**src/rtl/crspl_pkg.sv**
```systemverilog
// Package for the closed-loop Catmull-Rom spline evaluator.
// Payload structs, codes and fixed-point helpers; no dependencies.
`timescale 1ns / 1ps
package crspl_pkg;

    localparam int MAX_POINTS_DEF = 64;
    localparam int FRAC_BITS_DEF  = 16;
    localparam int QDEPTH         = 2;
    localparam int TW             = 34;   // knot time with loop offset
    localparam int DIFFW          = 35;   // time differences
    localparam logic [31:0] W_LIMIT = 32'h4000_0000;

    localparam logic [1:0] OP_LOAD     = 2'd0;
    localparam logic [1:0] OP_LOAD_NEW = 2'd1;
    localparam logic [1:0] OP_EVAL     = 2'd2;

    localparam logic [1:0] ST_OK    = 2'd0;
    localparam logic [1:0] ST_EMPTY = 2'd1;
    localparam logic [1:0] ST_FULL  = 2'd2;
    localparam logic [1:0] ST_ZLEN  = 2'd3;

    typedef struct packed {
        logic              req_type;
        logic              new_list;
        logic signed [31:0] time_value;
        logic signed [31:0] point_x;
        logic signed [31:0] point_y;
        logic signed [31:0] point_z;
    } crspl_in_t;

    typedef struct packed {
        logic signed [31:0] pos_x;
        logic signed [31:0] pos_y;
        logic signed [31:0] pos_z;
        logic [1:0]         status;
    } crspl_out_t;

    typedef struct packed {
        logic [1:0]         op;
        logic signed [31:0] time_value;
        logic signed [31:0] point_x;
        logic signed [31:0] point_y;
        logic signed [31:0] point_z;
    } crspl_entry_t;

    function automatic logic signed [31:0] sat32(input logic signed [65:0] v);
        logic signed [31:0] r;
        if (v > 66'sd2147483647)
            r = 32'sh7FFF_FFFF;
        else if (v < -66'sd2147483648)
            r = 32'sh8000_0000;
        else
            r = v[31:0];
        return r;
    endfunction

endpackage

```
**src/rtl/crspl_front.sv**
```systemverilog
// Front end: takes request transfers, classifies them and queues them.
// Depends on crspl_pkg.
`timescale 1ns / 1ps
module crspl_front (
    input  logic                    clk,
    input  logic                    rst_n,
    input  logic                    req_valid,
    output logic                    req_ready,
    input  crspl_pkg::crspl_in_t    req,
    output logic                    q_valid,
    input  logic                    q_pop,
    output crspl_pkg::crspl_entry_t q_entry
);
    import crspl_pkg::*;

    crspl_entry_t mem_reg [QDEPTH];
    logic         wp_reg, rp_reg;
    logic [1:0]   count_reg;
    logic         push;
    crspl_entry_t ent;

    always_comb
    begin
        ent.op         = req.req_type ? OP_EVAL : (req.new_list ? OP_LOAD_NEW : OP_LOAD);
        ent.time_value = req.time_value;
        ent.point_x    = req.point_x;
        ent.point_y    = req.point_y;
        ent.point_z    = req.point_z;
    end

    assign req_ready = count_reg != 2'(QDEPTH);
    assign push      = req_valid && req_ready;
    assign q_valid   = count_reg != 2'd0;
    assign q_entry   = mem_reg[rp_reg];

    always_ff @(posedge clk or negedge rst_n)
    begin
        if (!rst_n)
        begin
            wp_reg    <= 1'b0;
            rp_reg    <= 1'b0;
            count_reg <= 2'd0;
        end
        else
        begin
            if (push)
                wp_reg <= ~wp_reg;
            if (q_pop)
                rp_reg <= ~rp_reg;
            count_reg <= count_reg + 2'(push) - 2'(q_pop);
        end
    end

    always_ff @(posedge clk)
    begin
        if (push)
            mem_reg[wp_reg] <= ent;
    end

`ifndef SYNTHESIS
    a_count_bound: assert property (@(posedge clk) disable iff (!rst_n)
        count_reg <= 2'(QDEPTH))
        else $error("request queue overflow");
`endif
endmodule

```
**config.mk**
```make
export PLATFORM = sky130hd
export DESIGN_NAME = crspl_front
export DESIGN_NICKNAME = d
export VERILOG_FILES = /design/src/rtl/crspl_pkg.sv /design/src/rtl/crspl_front.sv
export SDC_FILE = /design/constraint.sdc
export NUM_CORES = 1
export LEC_CHECK = 0
export BUFFER_PORTS_ARGS = -buffer_cell sky130_fd_sc_hd__buf_2
export CAP_MARGIN = 0
export CORE_MARGIN = 2
export CORE_UTILIZATION = 45
export DETAILED_ROUTE_END_ITERATION = 10
export PLACE_DENSITY = 0.73
export SLEW_MARGIN = 25
export SYNTH_ARGS = -nofsm -noshare
export SYNTH_HDL_FRONTEND = slang
export SYNTH_SLANG_ARGS = --single-unit
```
**constraint.sdc**
```tcl
create_clock -name clk -period 7 [get_ports clk]
set_clock_uncertainty 0.05 [all_clocks]
set_input_delay 1.4 -clock clk [delete_from_list [all_inputs] [get_ports clk]]
set_output_delay 1.4 -clock clk [all_outputs]
set_load 0.1 [all_outputs]
```
Word-level counts from Yosys, hierarchy flattened
Memories as Yosys holds them, arrays and structs flattened. Cells that the tools add are included.

Bits in registers: 4. Bits in latches: 0. Memory bits (writable): 260. ROM bits: 0. Input port bits: 134. Output and inout bits: 132. Logic and storage cells: 15. Memories kept: 1.

Memory list: mem_reg (words 2, width 130, read ports 1, clocked after Yosys merged registers in 0, wr ports 1, line crspl_front.sv:16) `crspl_entry_t mem_reg [QDEPTH];`.

Add/subtract/negate cells: 2. Multiply operators: 0. Div/mod/pow operators: 0. $lt $le $gt $ge: 0. Equal/unequal tests: 1. Shift-type cells: 0. Mux-type cells: 4. Bitwise logic cells: 2. Reduce and logical (&&, ||, !) cells: 2.

Operators by type and width (number): two-way mux 1 bit (3); adder 2 x 1 -> 2 bit (1); two-way mux 2 bit (1); inequality test 2 bit, second input constant (1); NOT 1 bit (2); nonzero test 2 bit (1); subtractor 2 x 1 -> 2 bit (1); logical AND 1 bit (1).

Depth between registers and ports, before layout
Gate-level depths: netlist of run 1.

Depth in word-level cells: 4. Depth in mapped cells: 5. Depth with buffers taken out: 5.

Worst setup path after synthesis of run 1
Ideal clock, no wire load.

Path kind: input-to-reg. From: input port req_valid. To: memory mem_reg[0][0] in the netlist's numbering (enable). Library setup time: 621 ps. Data arrival time: 6967 ps. Required time: 6329 ps. Setup slack: -638 ps. Stages: 2. Buffers on the path: 0. Path through: nand2_1 nor2_1.

Word-level cells in the longest chain between the ends: 3.

Ends and longest elaborated chain: start: declaration (line crspl_front.sv:7) `input logic req_valid,`; logical AND 1 bit (line crspl_front.sv:32) `assign push = req_valid && req_ready;`; two-way mux 1 bit (line crspl_front.sv:56) `if (push)`; two-way mux 1 bit (implied by the code) (line crspl_front.sv:57) `mem_reg[wp_reg] <= ent;`; end: declaration (line crspl_front.sv:16).

No other way between the ends.

==> results of run 1 <==
-- synthesized netlist by cell type --
library cell / instances / area, µm²
dfrtp_1: 4 / 100.1
nor2b_1: 1 / 6.260
edfxtp_1: 260 / 7807
nor2_1: 1 / 3.750
xnor2_1: 3 / 26.28
a21bo_2: 1 / 10.01
a21oi_1: 1 / 5.000
xor2_1: 1 / 8.760
and3_1: 1 / 6.260
buf_2: 4 / 20.02
buf_6: 10 / 112.6
mux2_4: 90 / 1351
nor3b_1: 1 / 7.510
mux2_2: 40 / 450.4
nand2b_1: 1 / 6.260
nand2_1: 1 / 3.750
buf_8: 1 / 15.01
or2_2: 1 / 6.260
ha_1: 1 / 12.51
-- worst paths after layout --
kind	start	endpoint	slack, ns	cells after the start
min	count_reg[0]$_DFF_PN0_	count_reg[0]$_DFF_PN0_	0.51	1
min in group asynchronous	rst_n	count_reg[0]$_DFF_PN0_	0.62	1
max reg2reg	count_reg[0]$_DFF_PN0_	mem_reg[1][61]$_DFFE_PP_	4.39	4
max	rp_reg$_DFFE_PN0P_	q_entry[19]	2.89	3
min reg2reg	count_reg[0]$_DFF_PN0_	count_reg[0]$_DFF_PN0_	0.51	1
max in group asynchronous	rst_n	rp_reg$_DFFE_PN0P_	6.15	1
-- routing by layer --
| layer | routed length, µm | share of wire |
|---|---|---|
| met5 | 25 | 0.0014 |
| met3 | 1652 | 0.090 |
| met1 | 7231 | 0.39 |
| met4 | 523 | 0.029 |
| met2 | 8901 | 0.49 |
-- logic make-up (layout without fill, tap and decap cells) --
kind of cell    count (synthesis)  after routing  synth area share
compound gates                  2              2          0.001507
flops                         264            264            0.7940
xor+xnor                        4              4          0.003518
simple gates                    7              7          0.004021
mux                           130            130            0.1809
other cells                     0              2                 0
fa+ha+maj                       1              1          0.001256
buf+inv                        15            323           0.01482
-- through the flow --
| stage | setup slack [ns] | area, µm² |
|---|---|---|
| CTS | 2.822 | 12540 |
| global placement | 3.385 | 11540 |
| finish | 2.891 | 12540 |
| floorplan | 1.570 | 9962 |
| global route | 2.761 | 12540 |
| detailed placement | 3.390 | 11560 |
-- critical path: stages, from the launching register on --
cell and delay (ns):
dfrtp_4 0.52, buf_4 0.77, mux2_2 0.32, buf_2 0.42
-- area by class of cell --
cell class	count	area, µm²	area share
diodes	2	5.005	0.0003990
multi-input cells	144	1917	0.1528
flip-flops and latches	264	7911	0.6307
well taps	280	350.3	0.02793
repair buffers	271	1384	0.1103
clock inverters	23	272.8	0.02174
clock buffers	29	704.4	0.05615
==> summary.txt, run 1 <==
Floorplan
  – Rows: 54
  – Die area: 23340 µm²
  – Num ports: 266
  – Die height: 152.8 µm
  – Initial Util: 0.4578
  – Die X: 152.8 µm
  – Core Footprint: 21760 µm²

Global routing
  – Met2 GRT Util: 0.2590
  – All-layer global routing usage: 0.1515
  – Antenna violations before repair: 5
  – Vias in the first global route: approximately 5300
  – Largest net degree at the start of global routing: 69
  – Gr busiest metal: met2
  – Met3 usage: 0.04892
  – GRT met1 Usage: 0.1857
  – Grt total ovfl: 0
  – First-pass GRT wire length: roughly 28000 µm

CTS
  – H-tree depth: 1
  – Num CTS Buffers: 28
  – Post-CTS setup buffer count: 0
  – CTS tree: yes
  – CTS Buffer Depth: 3
  – Cts repair resizes: 0
  – Worst-Skew Late Latency: approximately 0.53 ns
  – CTS clock-pin slew for the worst setup and hold paths: 0.06 ns
  – Root buf cell: clkbuf_16
  – Hold-fix buffers, CTS: 0
  – CTS sink cnt: 264

STA
  – Least-Margin Pin Slew: 1.028 ns
  – Fmax achieved: ~0.24 GHz
  – Hold slack: 0.5074 ns
  – Final Max Slew Viols: 0
  – Final Cycle Share: 0.5869
  – RSZ-0062 raised after global routing: no
  – Fin. Hold Viols: 0
  – Crit path time final: roughly 4 ns
  – Slew margin rel.: 0.3145
  – TNS Setup: 0 ns
  – Final setup vio count: 0

Detailed routing
  – First DRT Iteration DRCs: around 280
  – DR WL/cell: 18.10 µm
  – Pre-antenna DRT Iters: 6
  – Post-Route WL: 18330 µm
  – Via-to-Cell Ratio: 4.904
  – DR DRC count: 0
  – Vias: 4968
  – ANT nets after route: 0

Place
  – Placed cell count: 959
  – Port Buffers: 265
  – GPL Wtd Cong: 0.7579
  – Post-DP HPWL: 12520 µm

Cells and area
  – Final Net Count: 844
  – Max reg flops: 260
  – # fillers: 1635
  – Utilization after layout: 0.5766
  – Most frequent cells in the layout: buf_2 (265), edfxtp_1 (260), mux2_4 (90)
  – Area growth from synthesis to layout: 25.95%
  – Post-Layout Cell Count: slightly above 1000
  – Most common cell after layout, fill and taps aside: buf_2
  – Share of cells above drive strength 1: 0.6142

Worst setup path
  – WP data required: 5.55 ns
  – Crit path arrival time: 2.66 ns
  – Crit Path Class: register to primary output
  – Startpoint Class: register
  – CP Capture Type: primary output
  – Maximum fanout along the worst path: 64

Yosys
  – #FFs+latches synth: 264
  – Netlist cell types: 19
  – Syn avg cell area: 23.55 µm²
  – Synthesized net count: around 560
  – Syn. warnings: 0
  – Mapped Cells: 423
  – Area of the mapped netlist: 9960 µm²
  – Post-synthesis sequential area ratio: 0.7940

Job
  – Max-cap viol count: 0

Min path
  – Hold WC Path Type: register to register

Run status
  – Outcome: completed
Power of run 1 is left out: the tool's default activity adds up to more than one toggle a clock period on the data nets, which glitch-free logic cannot reach.
==> run 2, diff against run 1 <==
--- a/config.mk
+++ b/config.mk
@@ -5,6 +5,7 @@
 export SDC_FILE = /design/constraint.sdc
 export NUM_CORES = 1
 export LEC_CHECK = 0
+export ABC_AREA = 1
 export BUFFER_PORTS_ARGS = -buffer_cell sky130_fd_sc_hd__buf_2
 export CAP_MARGIN = 0
 export CORE_MARGIN = 2
==> constraint.sdc (replaced) <==
create_clock -name clk -period 3.6 [get_ports clk]
set_clock_uncertainty 0.05 [all_clocks]
set_input_delay 0.72 -clock clk [delete_from_list [all_inputs] [get_ports clk]]
set_output_delay 0.72 -clock clk [all_outputs]
set_load 0.1 [all_outputs]
==> summary.txt, run 2 <==
CTS
  – Cts repair resizes: 0 (unchanged)
  – Num CTS Buffers: 27 (was 28)
  – Root buf cell: clkbuf_16 (unchanged)
  – H-tree depth: 1 (unchanged)
  – CTS tree: yes (unchanged)
  – CTS Buffer Depth: 3 (unchanged)
  – Worst-Skew Late Latency: 0.52 ns (was 0.53 ns)
  – CTS sink cnt: 264 (unchanged)
  – Post-CTS setup buffer count: 0 (unchanged)
  – CTS clock-pin slew for the worst setup and hold paths: 0.06 ns (about the same)
  – Hold-fix buffers, CTS: 1 (was 0)

Floorplan
  – Rows: 54 (unchanged)
  – Die area: 23360 µm² (was 23340 µm²)
  – Initial Util: 0.4583 (was 0.4578)
  – Num ports: 266 (unchanged)
  – Die X: 152.9 µm (was 152.8 µm)
  – Core Footprint: 21760 µm² (unchanged)
  – Die height: 152.9 µm (was 152.8 µm)

Global routing
  – Grt total ovfl: 0 (unchanged)
  – Antenna violations before repair: 3 (was 5)
  – All-layer global routing usage: 0.1532 (was 0.1515)
  – Largest net degree at the start of global routing: 67 (was 69)
  – Gr busiest metal: met2 (unchanged)
  – GRT met1 Usage: 0.1925 (was 0.1857)
  – Vias in the first global route: 5382 (was 5339)
  – First-pass GRT wire length: 28680 µm (was 28170 µm)
  – Met2 GRT Util: 0.2599 (was 0.2590)
  – Met3 usage: 0.04366 (was 0.04892)

STA
  – Final Cycle Share: 0.8626
  – Crit path time final: 3.105 ns
  – Final Max Slew Viols: 0 (unchanged)
  – Fin. Hold Viols: 0 (unchanged)
  – Least-Margin Pin Slew: 0.9019 ns (was 1.028 ns)
  – Slew margin rel.: 0.3988 (was 0.3145)
  – TNS Setup: 0 ns (unchanged)
  – Fmax achieved: about 0.32 GHz
  – RSZ-0062 raised after global routing: no (unchanged)
  – Final setup vio count: 0 (unchanged)

Detailed routing
  – Via-to-Cell Ratio: 4.860 (was 4.904)
  – Pre-antenna DRT Iters: 4 (was 6)
  – First DRT Iteration DRCs: 257 (was 278)
  – ANT nets after route: 0 (unchanged)
  – Post-Route WL: 18400 µm (was 18330 µm)
  – DR DRC count: 0 (unchanged)
  – Vias: 5011 (was 4968)
  – DR WL/cell: 17.85 µm (was 18.10 µm)

Yosys
  – #FFs+latches synth: 264 (unchanged)
  – Netlist cell types: 15 (was 19)
  – Syn. warnings: 0 (unchanged)
  – Area leader, netlist: edfxtp_1 (unchanged)
  – Share of the synthesized area in the top cell type: 0.7830 (was 0.7839)
  – Most frequent cells after synthesis: edfxtp_1 (260), mux2_4 (90), mux2_2 (40) (unchanged)
  – Most frequent cell after synthesis: edfxtp_1 (unchanged)
  – Main synth FF type: edfxtp_1 (unchanged)
  – Area of the mapped netlist: 9971 µm² (was 9960 µm²)
  – Synth top area cells: edfxtp_1 (78%), mux2_4 (14%), mux2_2 (4.5%), buf_6 (1.1%), dfrtp_1 (1.0%) (unchanged)
  – Synthesized net count: 569 (was 558)
  – Syn avg cell area: 22.97 µm² (was 23.55 µm²)
  – Mapped Cells: 434 (was 423)
  – EDFF count, synth: 260 (unchanged)
  – Post-synthesis sequential area ratio: 0.7931 (was 0.7940)
  – Async SR Flop Fraction: 0.01515 (unchanged)

Min path
  – Hold WC Path Type: primary input to register (was register to register)

Cells and area
  – Post-route cell area: 12540 µm² (unchanged)
  – Utilization after layout: 0.5766 (unchanged)
  – Most frequent cells in the layout: buf_2 (265), edfxtp_1 (260), mux2_4 (90) (unchanged)
  – Max reg flops: 260 (unchanged)
  – Area growth from synthesis to layout: 25.81% (was 25.95%)
  – Share of cells above drive strength 1: 0.6008 (was 0.6142)
  – Most common cell after layout, fill and taps aside: buf_2 (unchanged)
  – Final Net Count: 863 (was 844)

Place
  – Port Buffers: 265 (unchanged)
  – GPL Wtd Cong: 0.7493 (was 0.7579)
  – Cell Area, Placed: 11730 µm² (was 11560 µm²)
  – Post-DP HPWL: 12510 µm (was 12520 µm)

Worst setup path
  – Cell Chain, Critical Path: buf_4 -> mux2_2 -> buf_2 (unchanged)
  – Startpoint Class: register (unchanged)
  – WP data required: 2.83 ns (was 5.55 ns)
  – Maximum fanout along the worst path: 35 (was 64)
  – Cell family with most CP delay: flip-flops (was buffers and inverters)
  – Crit path arrival time: 2.34 ns (was 2.66 ns)
  – CP Capture Type: primary output (unchanged)
  – CP max-delay cell: dfrtp_4 (was buf_4)
  – Crit Path Class: register to primary output (unchanged)
  – CP Buf/Inv Count: 2 (unchanged)
  – Worst stage delay on the critical path: 0.82 ns (was 0.77 ns)

Job
  – Max-cap viol count: 0 (unchanged)

Run status
  – Outcome: completed (unchanged)
-- run 2: cell count changes after synthesis, sizes merged, moves of 3 or more --
cell and change:
nand2 +9, inv +6, nor2 +3, xnor2 -3
-- run 2: cell type report --
cell class	instances	area, µm²
clock buffers	33	698.2
fillers	1639	9211
diodes	2	5.005
repair buffers	280	1541
inverters	6	22.52
clock inverters	17	105.1
multi-input cells	149	1911
flip-flops and latches	264	7911
well taps	280	350.3
-- run 2: path summary, 6_finish.rpt --
kind	end	slack, ns	start	cells after the start
max	q_entry[121]	0.49	rp_reg$_DFFE_PN0P_	3
max in group asynchronous	rp_reg$_DFFE_PN0P_	2.87	rst_n	2
max reg2reg	mem_reg[1][53]$_DFFE_PP_	1.53	count_reg[1]$_DFF_PN0_	4
min	mem_reg[0][22]$_DFFE_PP_	0.33	req[22]	1
min reg2reg	count_reg[0]$_DFF_PN0_	0.47	count_reg[0]$_DFF_PN0_	1
min in group asynchronous	wp_reg$_DFFE_PN0P_	0.49	rst_n	2
-- run 2: kinds of logic (layout without fill, tap and decap cells) --
logic type                 after synthesis  count (layout)  synth area share
other                                    0               2                 0
and+or+nand+nor                         16              16          0.006525
DFF                                    264             264            0.7931
xor gates and xnor gates                 1               1         0.0008786
adders and majority gates                1               1          0.001255
muxes                                  130             130            0.1807
AOI/OAI and AO/OA                        1               1         0.0005015
buffers and inverters                   21             336           0.01707
-- run 2: per-stage QoR --
step	instances	hold slack, ns	setup slack (ns)
2_1_floorplan	434	0.3744	0.02174
3_3_place_gp	978	0.4353	1.050
3_5_place_dp	978	0.4525	1.005
4_1_cts	1029	0.3054	0.4334
5_1_grt	1030	0.3036	0.3972
6_report	1031	0.3333	0.4947
-- run 2: layer usage --
| layer | vias up | part of all wire |
|---|---|---|
| met2 | 200 | 0.50 |
| met1 | 2472 | 0.41 |
| met5 | - | 0 |
| li1 | 2303 | - |
| met3 | 36 | 0.074 |
| met4 | 0 | 0.023 |
Power of run 2 is left out for the same reason.
==> run 3, diff against run 2 <==
--- a/config.mk
+++ b/config.mk
@@ -9,9 +9,9 @@
 export BUFFER_PORTS_ARGS = -buffer_cell sky130_fd_sc_hd__buf_2
 export CAP_MARGIN = 0
 export CORE_MARGIN = 2
-export CORE_UTILIZATION = 45
+export CORE_UTILIZATION = 40
 export DETAILED_ROUTE_END_ITERATION = 10
-export PLACE_DENSITY = 0.73
+export PLACE_DENSITY = 0.66
 export SLEW_MARGIN = 25
 export SYNTH_ARGS = -nofsm -noshare
 export SYNTH_HDL_FRONTEND = slang
==> summary.txt, run 3 (synthesis results as in run 2) <==
Floorplan
  – Die X: 161.9 µm (was 152.9 µm)
  – Num ports: 266 (unchanged)
  – Core Footprint: 24390 µm² (was 21760 µm²)
  – Die height: 161.9 µm (was 152.9 µm)
  – Die area: 26210 µm² (was 23360 µm²)
  – Initial Util: 0.4088 (was 0.4583)
  – Rows: 57 (was 54)

Cells and area
  – Most common cell after layout, fill and taps aside: buf_2 (unchanged)
  – Max reg flops: 260 (unchanged)
  – Most frequent cells in the layout: buf_2 (265), edfxtp_1 (260), mux2_4 (90) (unchanged)
  – Final Net Count: 856 (was 863)
  – Ant diodes: 0 (was 2)
  – Share of cells above drive strength 1: 0.6024 (was 0.6008)
  – Area growth from synthesis to layout: 26.87% (was 25.81%)

Global routing
  – Vias in the first global route: 5268 (was 5382)
  – Grt total ovfl: 0 (unchanged)
  – First-pass GRT wire length: 27910 µm (was 28680 µm)
  – Largest net degree at the start of global routing: 84 (was 67)
  – All-layer global routing usage: 0.1341 (was 0.1532)
  – Antenna violations before repair: 3 (unchanged)

Worst setup path
  – Reg-to-reg setup timing slack: 1.63 ns (was 1.53 ns)
  – Maximum fanout along the worst path: 83 (was 35)
  – CP Buf/Inv Count: 2 (unchanged)
  – Crit path arrival time: 2.18 ns (was 2.34 ns)
  – Cell family with most CP delay: buffers and inverters (was flip-flops)
  – Worst stage delay on the critical path: 0.44 ns (was 0.82 ns)
  – CP max-delay cell: dfrtp_4 (unchanged)
  – Crit Path Class: register to primary output (unchanged)
  – WP data required: 2.83 ns (about the same)
  – Cell Chain, Critical Path: buf_12 -> mux2_2 -> buf_2 (was buf_4 -> mux2_2 -> buf_2)
  – CP Capture Type: primary output (unchanged)
  – Startpoint Class: register (unchanged)

STA
  – Slew margin rel.: 0.5049 (was 0.3988)
  – Fmax achieved: 0.3390 GHz (was 0.3220 GHz)
  – Final Max Slew Viols: 0 (unchanged)
  – Fin. Hold Viols: 0 (unchanged)
  – Crit path time final: 2.950 ns (was 3.105 ns)
  – TNS Setup: 0 ns (unchanged)
  – RSZ-0062 raised after global routing: no (unchanged)
  – Least-Margin Pin Slew: 0.7427 ns (was 0.9019 ns)
  – Final setup vio count: 0 (unchanged)
  – Final Cycle Share: 0.8194 (was 0.8626)

Detailed routing
  – DR WL/cell: 17.15 µm (was 17.85 µm)
  – ANT nets after route: 0 (unchanged)
  – Vias: 4924 (was 5011)
  – Via-to-Cell Ratio: 4.619 (was 4.860)
  – Pre-antenna DRT Iters: 4 (unchanged)
  – Post-Route WL: 18280 µm (was 18400 µm)
  – DR DRC count: 0 (unchanged)
  – First DRT Iteration DRCs: 242 (was 257)

CTS
  – Num CTS Buffers: 28 (was 27)
  – Worst-Skew Late Latency: 0.54 ns (was 0.52 ns)
  – CTS clock-pin slew for the worst setup and hold paths: 0.06 ns (about the same)
  – CTS Buffer Depth: 3 (unchanged)
  – Root buf cell: clkbuf_16 (unchanged)
  – CTS sink cnt: 264 (unchanged)
  – CTS tree: yes (unchanged)
  – H-tree depth: 1 (unchanged)

Place
  – Port Buffers: 265 (unchanged)
  – GPL Wtd Cong: 0.7368 (was 0.7493)
  – Post-DP HPWL: 12170 µm (was 12510 µm)

Run status
  – Outcome: completed (unchanged)

Min path
  – Hold WC Path Type: primary input to register (unchanged)

Job
  – Max-cap viol count: 0 (unchanged)
run 3: final timing paths:
| check | from | end | cells past startpoint |
|---|---|---|---|
| setup / recovery | rp_reg$_DFFE_PN0P_ | q_entry[1] | 3 |
| hold / removal | req[5] | mem_reg[1][5]$_DFFE_PP_ | 1 |
| setup reg to reg | count_reg[0]$_DFF_PN0_ | mem_reg[1][96]$_DFFE_PP_ | 5 |
| hold reg to reg | count_reg[0]$_DFF_PN0_ | count_reg[0]$_DFF_PN0_ | 1 |
| max in group asynchronous | rst_n | rp_reg$_DFFE_PN0P_ | 2 |
| min in group asynchronous | rst_n | count_reg[0]$_DFF_PN0_ | 2 |
run 3: timing repair:
item                      in CTS  in global routing
setup buffers                  0                  0
hold endpoints to repair       4                  0
hold buffers                   1                  0
gates resized for setup        0                  0
run 3: area by class of cell:
type | instances | area, µm²
repair buffers | 272 | 1431
clock inverters | 19 | 252.7
fillers | 2010 | 11740
inverters | 6 | 22.52
clock buffers | 32 | 715.7
well taps | 324 | 405.4
multi-input cells | 149 | 1911
flip-flops and latches | 264 | 7911
run 3: metrics by stage:
stage | hold WS (ns) | worst slack, ns | std cells | area, µm² | util
final | 0.3178 | 0.6503 | 1066 | 12650 | 0.5186
after global routing | 0.2911 | 0.5663 | 1066 | 12650 | 0.5186
after CTS | 0.2822 | 0.6121 | 1066 | 12650 | 0.5186
after detailed placement | 0.4527 | 1.208 | 1014 | 11670 | 0.4785
after global placement | 0.4369 | 1.217 | 1014 | 11670 | 0.4785
after floorplan | 0.3744 | 0.02174 | 434 | 9988 | -
run 3: metal layers:
metal	track usage	vias to the layer above	routed length (µm)
li1	-	2285	-
met1	0.1594	2397	7090
met2	0.2290	202	8958
met3	0.04775	36	1764
met4	0.04264	4	438
met5	0	-	26
Power of run 3 is left out for the same reason.
